--- src/hw/rtl/pss_pkg.sv ---
// Package for the PWM soft-start sequencer: payload types, register codes,
// state codes and reset values. No dependencies.
`timescale 1ns / 1ps

package pss_pkg;

  localparam int unsigned FreqW   = 18;
  localparam int unsigned ParamW  = 16;
  localparam int unsigned TimeW   = 32;
  localparam int unsigned CfgIdxW = 3;
  localparam int unsigned DivSteps = ParamW;
  localparam int unsigned DivCntW  = $clog2(DivSteps);

  localparam logic [FreqW-1:0]  FreqMax          = '1;
  localparam logic [FreqW-1:0]  StartFreqRst     = FreqW'(75000);
  localparam logic [FreqW-1:0]  RunFreqRst       = FreqW'(40000);
  localparam logic [ParamW-1:0] StepFreqRst      = ParamW'(500);
  localparam logic [ParamW-1:0] StepIntervalRst  = ParamW'(50);
  localparam logic [ParamW-1:0] RampDurationRst  = ParamW'(3500);
  localparam logic [ParamW-1:0] BoostFreqRst     = ParamW'(5000);

  localparam logic [1:0] VerdictNormal = 2'd0;
  localparam logic [1:0] VerdictFault  = 2'd1;

  typedef enum logic [CfgIdxW-1:0] {
    REG_START_FREQ    = 3'd0,
    REG_RUN_FREQ      = 3'd1,
    REG_STEP_FREQ     = 3'd2,
    REG_STEP_INTERVAL = 3'd3,
    REG_RAMP_DURATION = 3'd4,
    REG_BOOST_FREQ    = 3'd5
  } pss_reg_e;

  typedef enum logic [2:0] {
    ST_IDLE = 3'b001,
    ST_RUN  = 3'b010,
    ST_FIN  = 3'b100
  } pss_state_e;

  typedef struct packed {
    logic [TimeW-1:0] now_time;
    logic [1:0]       verdict;
    logic             hv_confirmed;
  } pss_in_t;

  typedef struct packed {
    logic [FreqW-1:0] pwm_freq;
    logic             fault_out;
    logic             boosted;
  } pss_out_t;

  typedef struct packed {
    logic [CfgIdxW-1:0] index;
    logic [FreqW-1:0]   data;
  } pss_cfg_t;

  // operands for the serial divide-multiply unit
  typedef struct packed {
    logic [ParamW-1:0] dividend;
    logic [ParamW-1:0] divisor;
    logic [ParamW-1:0] mult;
  } pss_dm_req_t;

endpackage

--- src/hw/rtl/pss_divmul.sv ---
// Bit-serial unit: floor(dividend / divisor) * mult, one quotient bit per cycle,
// folded into a shift-add product as the bits appear. Depends on pss_pkg.
`timescale 1ns / 1ps

module pss_divmul (
  input  logic                        clk_i,
  input  logic                        rst_ni,
  input  logic                        start_i,
  input  pss_pkg::pss_dm_req_t        req_i,
  output logic                        done_o,
  output logic [2*pss_pkg::ParamW-1:0] prod_o
);

  localparam int unsigned W = pss_pkg::ParamW;

  logic               busy_q, busy_d;
  logic               done_q, done_d;
  logic [pss_pkg::DivCntW-1:0] cnt_q, cnt_d;
  logic [W-1:0]       rem_q, rem_d;
  logic [W-1:0]       dvd_q, dvd_d;
  logic [W-1:0]       div_q, div_d;
  logic [W-1:0]       mul_q, mul_d;
  logic [2*W-1:0]     acc_q, acc_d;

  logic [W:0]         sh;
  logic [W+1:0]       diff;
  logic               qbit;

  always_comb begin
    sh   = {rem_q, dvd_q[W-1]};
    diff = {1'b0, sh} - {2'b00, div_q};
    qbit = ~diff[W+1];

    busy_d = busy_q;
    done_d = 1'b0;
    cnt_d  = cnt_q;
    rem_d  = rem_q;
    dvd_d  = dvd_q;
    div_d  = div_q;
    mul_d  = mul_q;
    acc_d  = acc_q;

    if (start_i) begin
      busy_d = 1'b1;
      cnt_d  = '0;
      rem_d  = '0;
      dvd_d  = req_i.dividend;
      div_d  = req_i.divisor;
      mul_d  = req_i.mult;
      acc_d  = '0;
    end else if (busy_q) begin
      rem_d = qbit ? diff[W-1:0] : sh[W-1:0];
      dvd_d = {dvd_q[W-2:0], 1'b0};
      acc_d = {acc_q[2*W-2:0], 1'b0} + (qbit ? {{W{1'b0}}, mul_q} : '0);
      cnt_d = cnt_q + 1'b1;
      if (cnt_q == pss_pkg::DivCntW'(pss_pkg::DivSteps - 1)) begin
        busy_d = 1'b0;
        done_d = 1'b1;
      end
    end
  end

  always_ff @(posedge clk_i or negedge rst_ni) begin
    if (!rst_ni) begin
      busy_q <= 1'b0;
      done_q <= 1'b0;
      cnt_q  <= '0;
    end else begin
      busy_q <= busy_d;
      done_q <= done_d;
      cnt_q  <= cnt_d;
    end
  end

  always_ff @(posedge clk_i) begin
    rem_q <= rem_d;
    dvd_q <= dvd_d;
    div_q <= div_d;
    mul_q <= mul_d;
    acc_q <= acc_d;
  end

  assign done_o = done_q;
  assign prod_o = acc_q;

endmodule

--- config.mk ---
export PLATFORM = sky130hd
export DESIGN_NAME = pss_divmul
export DESIGN_NICKNAME = d
export VERILOG_FILES = /design/src/hw/rtl/pss_pkg.sv /design/src/hw/rtl/pss_divmul.sv
export SDC_FILE = /design/constraint.sdc
export NUM_CORES = 1
export LEC_CHECK = 0
export BUFFER_PORTS_ARGS = -buffer_cell sky130_fd_sc_hd__buf_2
export CORE_UTILIZATION = 40
export CTS_BUF_LIST = sky130_fd_sc_hd__clkbuf_8
export DETAILED_ROUTE_END_ITERATION = 10
export GPL_ROUTABILITY_DRIVEN = 0
export HOLD_SLACK_MARGIN = 0.05
export PLACE_DENSITY = 0.63
export SYNTH_ARGS = -nofsm -noshare
export SYNTH_HDL_FRONTEND = slang
export SYNTH_SLANG_ARGS = --single-unit
--- constraint.sdc ---
create_clock -name clk_i -period 4.58 [get_ports clk_i]
set_input_delay 0.229 -clock clk_i [delete_from_list [all_inputs] [get_ports clk_i]]
set_output_delay 0.229 -clock clk_i [all_outputs]
set_load 0.01 [all_outputs]
==> results.cfg <==
[final_layout]
area_growth_pct = 21.1
fillerInstances = 1276
final_nets = 727
fin_area_um2 = 6560
regArea_um2 = 2550
multi_input_area_um2 = 2710
num_antenna_cells = 0
fin_util = 0.496
drive_above_1_share = 0.195

[critical_path]
crit_type = flop to flop
path_common_cell = a21o_1
end_kind = flop
cpPeakStageDelay_ns = 0.44
critical_path.max_fanout = 14
path_cells = ha_1, a21o_1, a21oi_1, o221ai_1, a31oi_1, a22oi_2, buf_4, and2_1, fa_1, a21o_1, a21o_1, a211oi_2, o31ai_4, a41oi_1, nand3b_1, xor2_1, o21ai_0
arrival_ns = 4.44
cp-start-kind = flop
cp.required_ns = 4.83
slowest_stage = fa_1
critPathBufInv = 1
cpLargestDelayFamily = compound AO/OA/AOI/OAI gates

[timing]
setup_violations = 0
slew_viol_final = 0
fin_crit_sh = 0.916
min_period_ns = 4.19
tns_ns = 0
rsz0062_at_grt = false
finalHoldViolations = 0
maxSlewHeadroom = 0.405
clock_skew_ns = 0.0122
worst_pin_slew_ns = 0.893
clock.fmax_mhz = 238

[floorplan]
core-area_um2 = 13200
pin_count = 84
die_x_um = 118
initial_core_util = 0.409
die_h_um = 118
rows = 42
dieArea_um2 = 14000

[synthesis]
synth_ff_type = edfxtp_1
synth_cell_types = 49
synth_edf_count = 48
yosysWarnings = 0
synthArstFlopShare = 0.0588
synthesis.instances = 529
ys_seq_elements = 102
syn_area_per_cell_um2 = 10.2
yosysSeqAreaShare = 0.471
syn_nets = 614
syn_area_um2 = 5420

[drt]
met2_length_mm = 5.17
wl_per_cell_um = 13.8
vias = 4259
met3_length_um = 532
m1WireLength_mm = 5.39
top_layer = met4
drt_first_pass_iters = 4
final_antenna_net_count = 0
vias_per_cell = 5.17
drt-total-wl_mm = 11.3
drc = 0
first_iter_violations = 180

[worst_hold_path]
hold_path_class = input port to flop

[grt]
antenna_found_initial = 0
grt_overflow = 0
grt_pass1_vias = 4111
grt_pass1_wl_mm = 19.1
grt_max_degree = 42
gr-usage-all-layers = 0.170

[clock_network]
worst_skew_pair.late_latency_ns = 0.39
root_buffer = clkbuf_8
htree_levels = 3
numCtsBuffers = 9
clock_sinks = 102
clockBufferDepth = 2
cts.clk_slew.worst_paths_ns = 0.10
cts_tree = done
cts_setup_buffers = 0

[power_and_ir_drop]
p_leak_nw = 2.91
power_density_nw_per_um2 = 268
peakVddDrop_v = 0.000193

[place]
dpl-instance-area_um2 = 6020
dp_hpwl_mm = 8.09
portBuffers = 83

[run]
maxCapViolCount = 0

[run_status]
outcome = finished, final reports clean
[cell type report]
cell class                      instances  share of cell area
Clock inverter                          5             0.00877
Inverter                               23              0.0132
Clock buffer                           11              0.0231
Multi-Input combinational cell        384               0.412
Sequential cell                       102               0.389
Timing Repair Buffer                  122               0.120
Tap cell                              176              0.0335
[cell families (layout without fill, tap and decap cells)]
kind of cell	Yosys count	after routing	share of synthesized area
AO/OA/AOI/OAI	117	117	0.147
XOR/XNOR	40	40	0.0646
adder cells (fa/ha/maj)	34	34	0.0813
buffers and inverters	43	161	0.0312
flip-flops	102	102	0.471
multiplexers	33	33	0.0649
AND/OR/NAND/NOR	160	160	0.140
[layer usage]
metal,GRT usage,vias to the layer above
li1,-,2127
met1,0.221,2030
met2,0.266,86
met3,0.0434,16
met4,0.0791,0
met5,0,-
[what timing repair did]
action	CTS	global route
gates resized for setup	0	1
endpoints found under the setup margin	0	6
hold endpoints to repair	38	0
hold buffers	33	0
[Yosys cell counts, drive strengths merged (5+ instances only)]
cell type / count / area (um^2)
dfxtp: 48 / 961
edfxtp: 48 / 1440
nor2: 46 / 173
nand2: 43 / 161
ha: 32 / 400
o21ai: 32 / 160
inv: 23 / 86.3
xnor2: 22 / 193
a21oi: 19 / 95.1
and2: 19 / 119
xor2: 18 / 158
a211oi: 17 / 128
mux2: 17 / 191
a21o: 16 / 120
mux2i: 16 / 160
nand3: 14 / 70.1
clkbuf: 13 / 48.8
and3: 8 / 50.1
buf: 7 / 33.8
nand2b: 7 / 43.8
nand4: 7 / 43.8
a31oi: 6 / 37.5
dfrtp: 6 / 150
nor3: 6 / 30.0
nor2b: 5 / 31.3
[power breakdown]
part           total, mW  internal [mW]  switching (mW)
Combinational      0.147         0.0791          0.0677
Clock              0.597          0.283           0.314
Sequential          1.01          0.999          0.0145
Total               1.76           1.36           0.396
[metrics by stage]
stage	power, mW	worst slack, ns	hold WS (ns)	cells
after floorplan	1.11	0.383	-0.0666	529
after global placement	1.16	0.390	0.0553	774
after detailed placement	1.16	0.288	0.0588	774
after CTS	1.78	0.282	0.103	823
after global routing	1.84	0.0547	0.116	823
final	1.76	0.386	0.122	823
[cells in the final DEF (no fill, tap or decap), types with 6 or more instances in the layout]
master and n:
nor2_1 45, nand2_1 43, buf_2 83, buf_4 6, ha_1 32, and3_1 8, a211oi_1 16, o21ai_0 27
edfxtp_1 48, nand2b_1 7, a21o_1 16, dlygate4sd3_1 33, a21oi_1 19, and2_1 19, inv_1 24, dfrtp_1 6
dfxtp_1 48, nand4_1 7, nor3_1 6, nand3_1 14, mux2i_1 16, xnor2_1 22, clkbuf_8 11, a31oi_1 6
mux2_2 17, xor2_1 18
[final timing paths]
check                           from         end  slack (ns)  depth (start not counted)
setup / recovery            rem_q[9]  prod_o[27]        0.39                         17
hold / removal             req_i[32]    dvd_q[0]        0.12                          2
setup reg to reg            rem_q[9]  prod_o[27]        0.39                         17
hold reg to reg            prod_o[9]   prod_o[9]        0.48                          2
max in group asynchronous     rst_ni      busy_q        4.24                          2
min in group asynchronous     rst_ni    cnt_q[2]        0.20                          2
[state kept, by name, summed over array words and instances (netlist names)]
signal,cells
prod_o,32
div_q,16
dvd_q,16
mul_q,16
rem_q,16
cnt_q,4
busy_q,1
done_o,1
Power figures use the tool's default switching activity.
